--- src/hdl/llc_pkg.sv ---
// Shared constants, widths and the arctangent table for the position converter.
// No dependencies; every other file imports this package.
`default_nettype none
package llc_pkg;
	localparam int LAT_W = 28;
	localparam int LON_W = 29;
	localparam int ALT_W = 24;
	localparam int POS_W = 30;

	// angle magnitude, phase and CORDIC datapath widths
	localparam int MAG_W = 29;
	localparam int PH_W = 32;
	localparam int ZW = 34;
	localparam int CW = 33;
	localparam int R16_W = 29;

	// phase = floor((mag*512 + 22) / 45), split as mag = 45*h + rem
	localparam int DIV_K = 45;
	localparam int DIV_K_W = 6;
	localparam int FRAC_SH = 9;
	localparam int HALF_OFF = 22;
	localparam int H_W = 23;
	localparam int RECIP_W = 30;
	localparam logic [RECIP_W-1:0] RECIP = 30'd763549742;
	localparam int RECIP_SH = 35;
	localparam int T_W = 15;
	localparam int RREC_W = 16;
	localparam logic [RREC_W-1:0] REM_RECIP = 16'd46604;
	localparam int REM_SH = 21;

	localparam int TRIG_ITERATIONS = 24;
	localparam int CORDIC_N = (TRIG_ITERATIONS > 32) ? 32 : TRIG_ITERATIONS;
	localparam logic signed [CW-1:0] CORDIC_GAIN = 33'sd652032874;

	localparam int EARTH_RADIUS_M = 6371000;
	localparam int RAD_W = 25;

	localparam int PHASE_LAT = 4;
	localparam int CORDIC_LAT = CORDIC_N + 2;
	localparam int SCALE_LAT = 2;

	function automatic logic [PH_W-1:0] atan_phase(input int i);
		logic [PH_W-1:0] v;
		unique case (i)
			0: v = 32'd536870912;
			1: v = 32'd316933406;
			2: v = 32'd167458907;
			3: v = 32'd85004756;
			4: v = 32'd42667331;
			5: v = 32'd21354465;
			6: v = 32'd10679838;
			7: v = 32'd5340245;
			8: v = 32'd2670163;
			9: v = 32'd1335087;
			10: v = 32'd667544;
			11: v = 32'd333772;
			12: v = 32'd166886;
			13: v = 32'd83443;
			14: v = 32'd41722;
			15: v = 32'd20861;
			16: v = 32'd10430;
			17: v = 32'd5215;
			18: v = 32'd2608;
			19: v = 32'd1304;
			20: v = 32'd652;
			21: v = 32'd326;
			22: v = 32'd163;
			23: v = 32'd81;
			24: v = 32'd41;
			25: v = 32'd20;
			26: v = 32'd10;
			27: v = 32'd5;
			28: v = 32'd3;
			29: v = 32'd1;
			30: v = 32'd1;
			default: v = 32'd0;
		endcase
		return v;
	endfunction
endpackage
`default_nettype wire

--- src/hdl/llc_phase.sv ---
// Angle to folded CORDIC phase: four register stages, division by 360 degrees
// done with constant reciprocals. Depends on llc_pkg.
`default_nettype none
module llc_phase import llc_pkg::*; (
	input  logic                    clk,
	input  logic                    en,
	input  logic signed [MAG_W-1:0] angle,
	output logic signed [ZW-1:0]    z,
	output logic                    flip
);
	logic [MAG_W-1:0] mag_s1, mag_s2;
	logic neg_s1, neg_s2, neg_s3;
	logic [MAG_W+RECIP_W-1:0] prod_s2;
	logic [H_W-1:0] h_s3;
	logic [FRAC_SH-1:0] q_s3;
	logic signed [ZW-1:0] z_s4;
	logic flip_s4;

	logic [H_W-1:0] h;
	logic [MAG_W-1:0] hk;
	logic [DIV_K_W-1:0] rem;
	logic [T_W-1:0] t;
	logic [T_W+RREC_W-1:0] tq;
	logic [PH_W-1:0] p, pn, pf;

	always_comb begin
		h = prod_s2[RECIP_SH +: H_W];
		hk = MAG_W'({{(MAG_W-H_W){1'b0}}, h} * MAG_W'(DIV_K));
		rem = DIV_K_W'(mag_s2 - hk);
		t = T_W'({rem, {FRAC_SH{1'b0}}}) + T_W'(HALF_OFF);
		tq = {{RREC_W{1'b0}}, t} * {{T_W{1'b0}}, REM_RECIP};
		p = {h_s3, q_s3};
		pn = neg_s3 ? (~p + 1'b1) : p;
		// fold into the right half plane; llc_cordic negates both results
		pf = pn + 32'h4000_0000;
	end

	always_ff @(posedge clk) begin
		if (en) begin
			neg_s1 <= angle[MAG_W-1];
			mag_s1 <= angle[MAG_W-1] ? MAG_W'(-angle) : MAG_W'(angle);
			prod_s2 <= {{RECIP_W{1'b0}}, mag_s1} * {{MAG_W{1'b0}}, RECIP};
			mag_s2 <= mag_s1;
			neg_s2 <= neg_s1;
			h_s3 <= h;
			q_s3 <= tq[REM_SH +: FRAC_SH];
			neg_s3 <= neg_s2;
			flip_s4 <= pf[PH_W-1];
			z_s4 <= ZW'(signed'({pn[PH_W-1] ^ pf[PH_W-1], pn[PH_W-2:0]}));
		end
	end

	assign z = z_s4;
	assign flip = flip_s4;
endmodule
`default_nettype wire

--- config.mk ---
export PLATFORM = sky130hd
export DESIGN_NAME = llc_phase
export DESIGN_NICKNAME = d
export VERILOG_FILES = /design/src/hdl/llc_pkg.sv /design/src/hdl/llc_phase.sv
export SDC_FILE = /design/constraint.sdc
export NUM_CORES = 1
export LEC_CHECK = 0
export ABC_AREA = 0
export BUFFER_PORTS_ARGS = -buffer_cell sky130_fd_sc_hd__buf_2
export CORE_ASPECT_RATIO = 0.6
export CORE_MARGIN = 2
export CORE_UTILIZATION = 35
export CTS_BUF_LIST = sky130_fd_sc_hd__clkbuf_4 sky130_fd_sc_hd__clkbuf_8
export DETAILED_ROUTE_END_ITERATION = 6
export GPL_TIMING_DRIVEN = 0
export HOLD_SLACK_MARGIN = 0.12
export PLACE_DENSITY = 0.51
export RECOVER_POWER = 50
export SYNTH_ARGS = -nofsm -noshare
export SYNTH_HDL_FRONTEND = slang
export SYNTH_SLANG_ARGS = --single-unit
--- constraint.sdc ---
create_clock -name clk -period 9.2 [get_ports clk]
set_input_delay 0.92 -clock clk [delete_from_list [all_inputs] [get_ports clk]]
set_output_delay 0.92 -clock clk [all_outputs]
set_load 0.1 [all_outputs]
======== Yosys cells after proc, flatten, opt, wreduce, memory -nomap -nowiden ========
Cells that the tools add are included.
operators by class
  add/sub/neg operators ................... 5
  multipliers ............................. 3
  muxes and demuxes ....................... 2
  bitwise logic cells ..................... 2
operator list
  kind                                                                   count
  29-bit by 29-bit multiplier with 57-bit output, second input constant  1
  32-bit by 1-bit adder with 32-bit output, second input constant        1
  32-bit by 31-bit adder with 32-bit output, second input constant       1
  32-bit 2-to-1 mux                                                      1
  32-bit NOT                                                             1
  29-bit negation                                                        1
  15-bit by 14-bit multiplier with 28-bit output, second input constant  1
  28-bit 2-to-1 mux                                                      1
  23-bit by 6-bit multiplier with 6-bit output, second input constant    1
  15-bit by 5-bit adder with 15-bit output, second input constant        1
  6-bit subtractor                                                       1
  1-bit XOR                                                              1
word-level totals
  bits in registers ....................... 160
  bits of input ports ..................... 31

======== Longest topological paths before layout ========
  depth in word-level cells ............... 5
  depth in mapped cells ................... 27

======== Least setup slack after synthesis ========
Ideal clock, no wire load.
  path type ............................... flip-flop to flip-flop
  from .................................... register mag_s1[7]
  to ...................................... register prod_s2[46], data pin
  data arrival time ....................... 6.576 ns
  data required time ...................... 8.940 ns
  setup slack ............................. 2.364 ns
  cell stages (with the launch flop) ...... 23
  path buffers ............................ 0
  cell sequence ........................... edfxtp_1 -> ha_1 -> inv_1 -> fa_1 -> inv_1 -> fa_1 -> inv_1 -> fa_1 -> inv_1 -> fa_1 -> fa_1 -> fa_1 -> ha_1 -> ha_1 -> a21o_1 -> a21o_1 -> a2111oi_0 -> o311ai_1 -> o21ai_1 -> o31ai_1 -> a21o_1 -> a21oi_1 -> xnor2_1
on the way
  longest elaborated chain between the ends .. 1
ends and longest elaborated chain
  what                                            line             source
  from (decl)                                     llc_phase.sv:11  logic [MAG_W-1:0] mag_s1, mag_s2;
  from (signal assigned)                          llc_phase.sv:41  mag_s1 <= angle[MAG_W-1] ? MAG_W'(-angle) : MAG_W'(angle);
  29-bit by 29-bit multiplier with 57-bit output  llc_phase.sv:42  prod_s2 <= {{RECIP_W{1'b0}}, mag_s1} * {{MAG_W{1'b0}}, RECIP};
  to (signal assigned)                            llc_phase.sv:42
  to (decl)                                       llc_phase.sv:13  logic [MAG_W+RECIP_W-1:0] prod_s2;
No other way between the ends.
A chain may end at the register's enable or synchronous reset.

======== Final worst setup path ========
  from .................................... register mag_s1[9]
  to ...................................... register prod_s2[48], data pin
The elaborated chain is that of the path after synthesis.

==> results.md <==
* Status: finished with violations
* Failing checks: max-capacitance violations, max-slew violations
* DR vias/cell at 4.86
* Core area at approximately 56000 um2
* CTS Hold Bufs at 0
* Initial Util at approximately 36%
* Worst path required time at around 9.4 ns
* Placed Area at 21400 um2
* Dominant cell by count in the synthesized netlist: inv_1
* Post-DRT Antenna Nets at 0
* Postcts setup bufs at 0
* I/O Pins at between 60 and 70
* Syn Nets at 2598
* Synthesized instance count at roughly 1900
* Final worst-path cycle share at a little under 90%
* First-pass GRT wire length at 80.1 mm
* Maxcap violations at 2
* CTS tree: yes
* Clock sink count at 126
* CTS buffer count at 17
* Row cnt at 67
* Initial antenna violation count at 0
* Ys async rst share at 0%
* Post-layout minimum cycle time at 8.15 ns
* Final Instance Area at 21700 um2
* Worst-margin pin slew at approximately 5.4 ns
* P&R area growth vs syn at 8.26%
* Yosys top cell area share at 29.8%
* Total of warnings raised by yosys at 0
* CTS resizes at 0
* Final Max Slew Viols at 129
* Post-DP HPWL at 45.6 mm
* TNS Setup at 0 ns
* Number of flops mapped to enable cells by yosys at around 130
* RSZ-0062 raised after global routing: no
* Number of diodes at 0
* Vias in the first global route at 13400
* Ys flop type: edfxtp_1
* DRT Wirelength at 52.0 mm
* Non-filler cells, final at approximately 2700
* Max FO, Critical Path at 6
* Worst Skew at 0.0163 ns
* Register area share after synthesis at a little under a fifth
* Pin count of the biggest net entering global routing at 98
* Max Clk Rate at 123 MHz
* Routed WL per cell at approximately 19 um
* Grt total ovfl at 0
* Reg clk slew, reported paths at 0.09 ns
* Die X-Extent at 313 um
* Area occupied by registers at 3780 um2
* GPL Wtd Cong at 0.909
* Die Y at 190 um
* Cell variety after synth at 56
* Vias at 13300
* WS Path Type: flip-flop to flip-flop
* Worst R2R Path Depth at 22
* Final setup fails at 0
* DR iter-0 viols at between 800 and 900
* Post-synth top area cell: fa_1
* Synth Register Bits at roughly 130
* Worst-Skew Late Latency at 0.50 ns
* Hold-critical path depth at 0
* Synth area leaders: fa_1 30%, ha_1 25%, edfxtp_1 19%, inv_1 10%, xnor2_1 3.6%
* Most frequent cells after synthesis: 538 x inv_1, 398 x ha_1, 299 x fa_1, 126 x edfxtp_1, 83 x xnor2_1
* Final Hold Viols at 0
* Arrival @ worst endpoint at 8.39 ns
* Filler cells at 5504
* Layout cells sized above 1 at 5.44%
* Post-synth design cell area at about 20000 um2
* CTS max path bufs at 2
* CP Capture Type: flip-flop
* I/O Buffers at 65
* Post-Synthesis Mean Instance Area at 10.7 um2
* Setup crit start kind: flip-flop
* Root Driver: clkbuf_8
* Worst rel slew slack at -259%
* Placed instance count at 2695
* Final #Nets at 2683
* DR pass1 iterations at 5
* GRT Util Overall at 18.2%
* Min-Delay Path Class: flip-flop to flip-flop
* H-tree levels at 4
* Die ar. at 59400 um2
* Area of the multi-input gates at 14200 um2
* Remaining DRCs at 0
-- flip-flops by register name, summed over array words and instances, names as in the netlist --
signal,count
neg_s1,1
z,32
flip,1
mag_s1,29
mag_s2,6
neg_s3,1
h_s3,23
prod_s2,23
q_s3,9
neg_s2,1
-- metal layers --
layer	global-route usage (%)	vias up	share of wire [%]
met4	2.59	0	0.48
met1	29.4	6688	54
met3	6.73	18	9.8
met5	0	-	0
met2	22.5	353	36
li1	-	6201	-
-- worst paths after layout --
| path | start | end | slack [ns] |
|---|---|---|---|
| worst max-delay path | mag_s1[9] | prod_s2[48] | 1.05 |
| worst min-delay path | prod_s2[56] | h_s3[21] | 0.41 |
| worst min register to register | prod_s2[56] | h_s3[21] | 0.41 |
| worst max register to register | mag_s1[9] | prod_s2[48] | 1.05 |
-- through the flow --
step | hold WS [ns] | setup slack (ns) | util (%)
2_1_floorplan | 0.400 | 2.36 | -
3_3_place_gp | 0.404 | 1.13 | 38.0
3_5_place_dp | 0.405 | 1.11 | 38.0
4_1_cts | 0.410 | 1.07 | 38.7
5_1_grt | 0.411 | 0.687 | 38.7
6_report | 0.410 | 1.05 | 38.7
-- final cells by class --
cell class	instances	area share, %
tap	759	4.37
timing repair buffer	66	1.50
inverter	538	9.28
multi-input combinational	1195	65.5
clock inverter	15	0.696
sequential	126	17.4
buffer	11	0.224
clock buffer	17	1.08
-- placed cells by master, fill, tap and decap left out, types with 12 or more instances in the layout --
| master | count |
|---|---|
| nor2_1 | 33 |
| ha_1 | 398 |
| nand2_1 | 51 |
| clkbuf_8 | 17 |
| buf_2 | 62 |
| nand3_1 | 21 |
| o21ai_0 | 44 |
| inv_1 | 538 |
| edfxtp_1 | 126 |
| xnor2_1 | 83 |
| xor2_1 | 27 |
| a21o_1 | 25 |
| clkbuf_1 | 13 |
| nand4_1 | 15 |
| a21oi_1 | 50 |
| o31ai_1 | 18 |
| fa_1 | 299 |
| nor3_1 | 12 |
-- critical path: stages, from the launching register on --
cell	delay [ns]
edfxtp_1	0.61
ha_1	0.47
fa_1	0.60
inv_1	0.05
fa_1	0.50
inv_1	0.04
ha_1	0.29
fa_1	0.68
fa_1	0.49
fa_1	0.55
inv_1	0.07
fa_1	0.67
inv_1	0.09
ha_1	0.34
nand4_1	0.16
nor3_1	0.32
nand2b_1	0.11
a221oi_1	0.25
a21oi_1	0.20
a21oi_1	0.80
a21o_1	0.29
a31oi_1	0.12
xnor2_1	0.18
-- cells by family after synthesis --
family	Yosys count	synth area share [%]
flops	126	18.8
fa+ha+maj	697	54.6
buf+inv	549	10.3
compound gates	207	6.76
simple gates	181	4.73
xor+xnor	110	4.80
Power is not shown: default switching activity piles up to over one toggle a cycle in this logic, so the estimate is an artifact.
